==> config.mk <==
export PLATFORM = sky130hd
export DESIGN_NAME = rlp_item_encoder_top
export DESIGN_NICKNAME = d
export VERILOG_FILES = /design/src/sv/rlpenc_pkg.sv /design/src/sv/rlpenc_byte_shifter.sv /design/src/sv/rlp_item_encoder_top.sv
export SDC_FILE = /design/constraint.sdc
export NUM_CORES = 1
export LEC_CHECK = 0
export ABC_AREA = 1
export BUFFER_PORTS_ARGS = -buffer_cell sky130_fd_sc_hd__buf_2
export CORE_ASPECT_RATIO = 1.25
export CORE_MARGIN = 4
export CORE_UTILIZATION = 55
export DETAILED_ROUTE_END_ITERATION = 8
export PLACE_DENSITY = 0.9
export SLEW_MARGIN = 20
export SYNTH_ARGS = -nofsm -noshare
export SYNTH_HDL_FRONTEND = slang
export SYNTH_SLANG_ARGS = --single-unit
==> constraint.sdc <==
create_clock -name clock -period 30.3 [get_ports clock]
set_clock_uncertainty 0.1 [all_clocks]
set_input_delay 9.09 -clock clock [delete_from_list [all_inputs] [get_ports clock]]
set_output_delay 9.09 -clock clock [all_outputs]
set_load 0.01 [all_outputs]
==> src/sv/rlpenc_pkg.sv <==
`default_nettype none

package rlpenc_pkg;

   localparam int VALUE_BITS = 256;
   localparam int COUNT_BITS = 6;

   localparam logic [1:0] CMD_LEN_HEADER  = 2'd0;
   localparam logic [1:0] CMD_STR_START   = 2'd1;
   localparam logic [1:0] CMD_PAYLOAD     = 2'd2;
   localparam logic [1:0] CMD_INTEGER     = 2'd3;

   localparam logic [63:0] RLP_SHORT_LIMIT      = 64'd56;
   localparam logic [7:0]  RLP_STRING_BASE      = 8'h80;
   localparam logic [7:0]  RLP_LONG_STRING_BASE = 8'hB7;
   localparam logic [7:0]  RLP_SINGLE_LIMIT     = 8'h80;

   localparam logic [COUNT_BITS-1:0] LENGTH_BYTES  = 6'd8;
   localparam logic [COUNT_BITS-1:0] INTEGER_BYTES = 6'd32;

   typedef struct packed {
      logic [1:0]  command;
      logic [63:0] length;
      logic [7:0]  data_byte;
      logic [63:0] value_limb0;
      logic [63:0] value_limb1;
      logic [63:0] value_limb2;
      logic [63:0] value_limb3;
   } rlpenc_req_type;

   typedef struct packed {
      logic [7:0] out_byte;
      logic       last_byte;
   } rlpenc_rsp_type;

   typedef struct packed {
      logic load;
      logic shift;
   } rlpenc_shift_ctrl_type;

   typedef struct packed {
      logic [7:0]            top_byte;
      logic [COUNT_BITS-1:0] count;
   } rlpenc_shift_stat_type;

endpackage

`default_nettype wire

==> src/sv/rlpenc_byte_shifter.sv <==
`default_nettype none

module rlpenc_byte_shifter
   import rlpenc_pkg::*;
(
   input  logic                  clock,
   input  rlpenc_shift_ctrl_type ctrl,
   input  logic [VALUE_BITS-1:0] load_value,
   input  logic [COUNT_BITS-1:0] load_count,
   output rlpenc_shift_stat_type stat
);

   logic [VALUE_BITS-1:0] val_ff, val_in;
   logic [COUNT_BITS-1:0] cnt_ff, cnt_in;

   // The value is kept left aligned so the next byte out is always the top byte.
   always_comb begin
      val_in = val_ff;
      cnt_in = cnt_ff;
      if (ctrl.load) begin
         val_in = load_value;
         cnt_in = load_count;
      end else if (ctrl.shift) begin
         val_in = {val_ff[VALUE_BITS-9:0], 8'h00};
         cnt_in = cnt_ff - 6'd1;
      end
   end

   always_ff @(posedge clock) begin
      val_ff <= val_in;
      cnt_ff <= cnt_in;
   end

   assign stat.top_byte = val_ff[VALUE_BITS-1:VALUE_BITS-8];
   assign stat.count    = cnt_ff;

endmodule

`default_nettype wire

==> src/sv/rlp_item_encoder_top.sv <==
`default_nettype none

// Channel   Direction  Payload           Transfer when
// req_      in         rlpenc_req_type   req_valid && req_ready
// rsp_      out        rlpenc_rsp_type   rsp_valid && rsp_ready
//
// One item is taken at a time; req_ready is high only while the sequencer is idle.
// Payload bytes and short headers: the byte is held in byte_ff, then registered to the output.
// Long headers and integers go through a byte shifter that drops leading zero bytes one per
// cycle (up to 7 for a length, 31 for an integer), then emits one byte per cycle while the
// output is free: a header byte, then the value bytes (an integer below 0x80 goes out alone).
// Reset clears the sequencer and the output valid; rsp_ready low stalls a pending result.

module rlp_item_encoder_top
   import rlpenc_pkg::*;
(
   input  logic           clock,
   input  logic           reset,
   input  logic           req_valid,
   output logic           req_ready,
   input  rlpenc_req_type req_payload,
   output logic           rsp_valid,
   input  logic           rsp_ready,
   output rlpenc_rsp_type rsp_payload
);

   localparam logic [2:0] ST_IDLE = 3'd0;
   localparam logic [2:0] ST_SCAN = 3'd1;
   localparam logic [2:0] ST_HEAD = 3'd2;
   localparam logic [2:0] ST_BODY = 3'd3;
   localparam logic [2:0] ST_ONE  = 3'd4;

   logic [2:0]            state_ff, state_in;
   logic                  is_int_ff, is_int_in;
   logic [7:0]            byte_ff, byte_in;
   logic                  rsp_valid_ff, rsp_valid_in;
   rlpenc_rsp_type        rsp_payload_ff, rsp_payload_in;

   rlpenc_shift_ctrl_type shift_ctrl;
   rlpenc_shift_stat_type shift_stat;
   logic [VALUE_BITS-1:0] load_value;
   logic [COUNT_BITS-1:0] load_count;

   logic req_fire;
   logic out_free;
   logic len_short;
   logic str_skip;

   assign req_ready = (state_ff == ST_IDLE);
   assign req_fire  = req_valid && req_ready;
   assign out_free  = !rsp_valid_ff || rsp_ready;

   assign len_short = (req_payload.length < RLP_SHORT_LIMIT);
   // A single-byte string below 0x80 is its own encoding, so it has no header.
   assign str_skip  = (req_payload.command == CMD_STR_START) &&
                      (req_payload.length == 64'd1) &&
                      (req_payload.data_byte < RLP_SINGLE_LIMIT);

   always_comb begin
      if (req_payload.command == CMD_INTEGER) begin
         load_value = {req_payload.value_limb3, req_payload.value_limb2,
                       req_payload.value_limb1, req_payload.value_limb0};
         load_count = INTEGER_BYTES;
      end else begin
         load_value = {req_payload.length, {(VALUE_BITS-64){1'b0}}};
         load_count = LENGTH_BYTES;
      end
   end

   always_comb begin
      state_in         = state_ff;
      is_int_in        = is_int_ff;
      byte_in          = byte_ff;
      rsp_valid_in     = rsp_valid_ff;
      rsp_payload_in   = rsp_payload_ff;
      shift_ctrl.load  = 1'b0;
      shift_ctrl.shift = 1'b0;

      if (rsp_valid_ff && rsp_ready) begin
         rsp_valid_in = 1'b0;
      end

      case (state_ff)
         ST_IDLE: begin
            if (req_fire) begin
               case (req_payload.command)
                  CMD_PAYLOAD: begin
                     byte_in  = req_payload.data_byte;
                     state_in = ST_ONE;
                  end
                  CMD_INTEGER: begin
                     shift_ctrl.load = 1'b1;
                     is_int_in       = 1'b1;
                     state_in        = ST_SCAN;
                  end
                  default: begin
                     if (!str_skip) begin
                        if (len_short) begin
                           byte_in  = RLP_STRING_BASE + {2'b00, req_payload.length[5:0]};
                           state_in = ST_ONE;
                        end else begin
                           shift_ctrl.load = 1'b1;
                           is_int_in       = 1'b0;
                           state_in        = ST_SCAN;
                        end
                     end
                  end
               endcase
            end
         end
         ST_SCAN: begin
            if ((shift_stat.count > 6'd1) && (shift_stat.top_byte == 8'h00)) begin
               shift_ctrl.shift = 1'b1;
            end else if (is_int_ff && (shift_stat.count == 6'd1) &&
                         (shift_stat.top_byte < RLP_SINGLE_LIMIT)) begin
               // Zero encodes as the empty string; other small values as themselves.
               byte_in  = (shift_stat.top_byte == 8'h00) ? RLP_STRING_BASE
                                                         : shift_stat.top_byte;
               state_in = ST_ONE;
            end else begin
               byte_in  = (is_int_ff ? RLP_STRING_BASE : RLP_LONG_STRING_BASE) +
                          {2'b00, shift_stat.count};
               state_in = ST_HEAD;
            end
         end
         ST_HEAD: begin
            if (out_free) begin
               rsp_valid_in             = 1'b1;
               rsp_payload_in.out_byte  = byte_ff;
               rsp_payload_in.last_byte = 1'b0;
               state_in                 = ST_BODY;
            end
         end
         ST_BODY: begin
            if (out_free) begin
               rsp_valid_in             = 1'b1;
               rsp_payload_in.out_byte  = shift_stat.top_byte;
               rsp_payload_in.last_byte = (shift_stat.count == 6'd1);
               shift_ctrl.shift         = 1'b1;
               if (shift_stat.count == 6'd1) begin
                  state_in = ST_IDLE;
               end
            end
         end
         ST_ONE: begin
            if (out_free) begin
               rsp_valid_in             = 1'b1;
               rsp_payload_in.out_byte  = byte_ff;
               rsp_payload_in.last_byte = 1'b1;
               state_in                 = ST_IDLE;
            end
         end
         default: begin
            state_in = ST_IDLE;
         end
      endcase
   end

   always_ff @(posedge clock) begin
      if (reset) begin
         state_ff     <= ST_IDLE;
         rsp_valid_ff <= 1'b0;
      end else begin
         state_ff     <= state_in;
         rsp_valid_ff <= rsp_valid_in;
      end
   end

   always_ff @(posedge clock) begin
      is_int_ff      <= is_int_in;
      byte_ff        <= byte_in;
      rsp_payload_ff <= rsp_payload_in;
   end

   rlpenc_byte_shifter u_shifter (
      .clock      (clock),
      .ctrl       (shift_ctrl),
      .load_value (load_value),
      .load_count (load_count),
      .stat       (shift_stat)
   );

   assign rsp_valid   = rsp_valid_ff;
   assign rsp_payload = rsp_payload_ff;

endmodule

`default_nettype wire

==> results_dict.tcl <==
set metrics [dict create \
    status "finished clean" \
    cts_tree "built" \
    drtIter0Drc 770 \
    ctsLongestPathBuffers 3 \
    area_growth_pct 20.32 \
    synth_top_area_share_pct 63.60 \
    hold_path_class "reg -> reg" \
    path_common_cell "nor2_1" \
    p_leak_nw 7.229 \
    slew_viol_final 0 \
    cpPeakStageDelay_ps 950 \
    dieArea_um2 26600 \
    worstPathCellList "buf_2 -> nor2_1 -> nand2_1 -> nor2_1 -> nand2_1 -> nor2_1 -> nand3_1 -> nand2_8 -> o211ai_1 -> buf_4 -> buf_4" \
    fmaxAchievable_ghz 0.08071 \
    post-dp-hpwl_um 25180 \
    hold_violations 0 \
    synth_area_um2 13220 \
    core_um2 23730 \
    grt_pass1_vias 10060 \
    grt_overflow 0 \
    vias_per_cell 5.514 \
    cp.arrival_ps 12430 \
    cts-root-buf "clkbuf_16" \
    vias 10201 \
    crit_path_end_kind "flip-flop" \
    setup_viol 0 \
    synth.area.top_cells "edfxtp_1 (64%), nand2_1 (13%), a22o_1 (12%), nor2_1 (2.0%), inv_1 (1.3%)" \
    wire_per_inst_um 19.05 \
    ys_ff_latch 284 \
    drive_above_1_share_pct 26.76 \
    rsz0062_at_grt "false" \
    crit_slowest_cell "buf_4" \
    worstPathRequired_ps 30340 \
    numCtsBuffers 27 \
    ir_drop_v 0.00006746 \
    crit_fanout 160 \
    critical_path_class "in -> reg" \
    drt_pass1_iterations 7 \
    fin_crit_ps 12390 \
    cts.clk_slew.worst_paths_ps 60 \
    yosysUniqueCellTypes 32 \
    tns_ps 0 \
    synth_cells 1189 \
    io_buffers 344 \
    num_rows 63 \
    antenna_left 0 \
    wl_um 35230 \
    clk_latency_ps 520 \
    worst_pin_slew_ps 1114 \
    final_cell_count_no_fill 1850 \
    p_per_area_nw_per_um2 90.69 \
    die_x_um 146.7 \
    drv_cap 0 \
    post-route-util_pct 67.04 \
    die_h_um 181.3 \
    yosysTopAreaCell "edfxtp_1" \
    finalNetCount 1845 \
    initial_core_util_pct 55.72 \
    synth-seq-area-share_pct 64.21 \
    avgSynthCellArea_um2 11.12 \
    clock-sinks 284 \
    route.detailed.drc 0 \
    ctsHoldBuffers 0 \
    post_cts_buffers 0 \
    placedCellCount 1799 \
    grt_max_degree 161 \
    timing.final.ws_setup_ps 17910 \
    ys_warn_count 0 \
    htreeDepth 1 \
    gp_congestion 0.9237 \
    postCtsResizedCells 0 \
    dp_slack_ps 17320 \
    antenna_found_initial 8 \
    final.period_utilization_pct 40.89 \
    slew_headroom_pct 25.71 \
    track_usage_pct 25.48 \
    worst_setup_path_start_kind "input pin" \
    io_pins 345 \
    syn-num-nets 1531 \
    grt_first_pass_wirelength_um 53170 \
]
cells in the mapped netlist:
library cell / instances
nand2_1: 449
edfxtp_1: 280
a22o_1: 184
nor2_1: 69
inv_1: 45
buf_2: 28
clkbuf_1: 19
nand3_1: 19
o21ai_0: 19
buf_6: 12
a21oi_1: 8
ha_1: 7
buf_4: 6
inv_2: 5
o221ai_1: 5
buf_1: 4
dfxtp_1: 4
o211ai_1: 4
a31oi_1: 3
nand4_1: 3
xor2_1: 3
nand2_2: 2
nor2_4: 2
fa_1: 1
nand2_4: 1
nor2_2: 1
nor2_8: 1
nor3_1: 1
o21ai_1: 1
o32ai_1: 1
or2_2: 1
xnor2_1: 1
report_power, final:
part | internal, mW | switching, mW
logic | 0.149 | 0.246
clock network | 0.197 | 0.139
registers | 0.656 | 0.0550
total | 1.00 | 0.440
per-stage QoR:
stage               total power [mW]  hold slack (ps)  area (µm²)
floorplan                      1.054            387.4       13220
CTS                            1.449            414.2       15900
finish                         1.443            415.2       15910
detailed placement             1.111            398.0       15030
global placement               1.092            396.3       15030
global route                   1.518            438.6       15900
metal layers:
layer	vias to the layer above	share of wire, %	GRT usage (%)
met1	4706	36	30.38
met3	96	11	7.602
li1	4862	-	-
met4	8	4.4	10.62
met2	529	48	43.16
met5	-	0.14	0
logic make-up (layout without fill, tap and decap cells):
family | after synthesis | count (layout) | share of synthesized area (%)
compound gates | 225 | 225 | 14.02
flops | 284 | 284 | 64.21
other cells | 0 | 4 | 0
fa+ha+maj | 8 | 8 | 0.8139
buf+inv | 119 | 451 | 4.495
xor+xnor | 4 | 4 | 0.2650
simple gates | 549 | 549 | 16.20
flip-flops by register name, summed over array words and instances (netlist names):
name / flops
u_shifter.val_ff: 256
rsp_payload: 9
byte_ff: 8
u_shifter.cnt_ff: 6
state_ff: 3
is_int_ff: 1
rsp_valid: 1
critical path, delay by kind of cell:
kind | cells | cell delay, ps
buffers and inverters | 3 | 1700
AO/OA/AOI/OAI | 1 | 380
AND/OR/NAND/NOR | 7 | 1120
cell type report:
cell class | instances | area, µm²
flip-flops and latches | 284 | 8488
fillers | 1774 | 7820
multi-input cells | 786 | 4149
repair buffers | 354 | 1797
clock buffers | 33 | 698.2
well taps | 325 | 406.6
inverters | 50 | 187.7
clock inverters | 14 | 170.2
diodes | 4 | 10.01
final timing paths:
check / cells after the start / start / to / slack, ps
worst max-delay path: 11 / req_payload[288] / u_shifter.val_ff[59]$_DFFE_PP_ / 17910
worst min-delay path: 2 / byte_ff[6]$_DFFE_PP_ / rsp_payload[7]$_DFFE_PP_ / 420
worst max register to register: 9 / state_ff[1]$_SDFFE_PP0P_ / u_shifter.val_ff[59]$_DFFE_PP_ / 26330
worst min register to register: 2 / byte_ff[6]$_DFFE_PP_ / rsp_payload[7]$_DFFE_PP_ / 420
layout by cell type (no fill, tap or decap), drive strengths merged, types with 4 or more instances in the layout:
master / count
ha: 7
nand3: 19
edfxtp: 280
clkbuf: 33
o211ai: 4
a22o: 184
nand2: 452
nor2: 73
bufinv: 4
dfxtp: 4
diode: 4
buf: 354
inv: 50
clkinv: 9
o21ai: 20
a21oi: 8
o221ai: 5
Power figures use the tool's default switching activity.
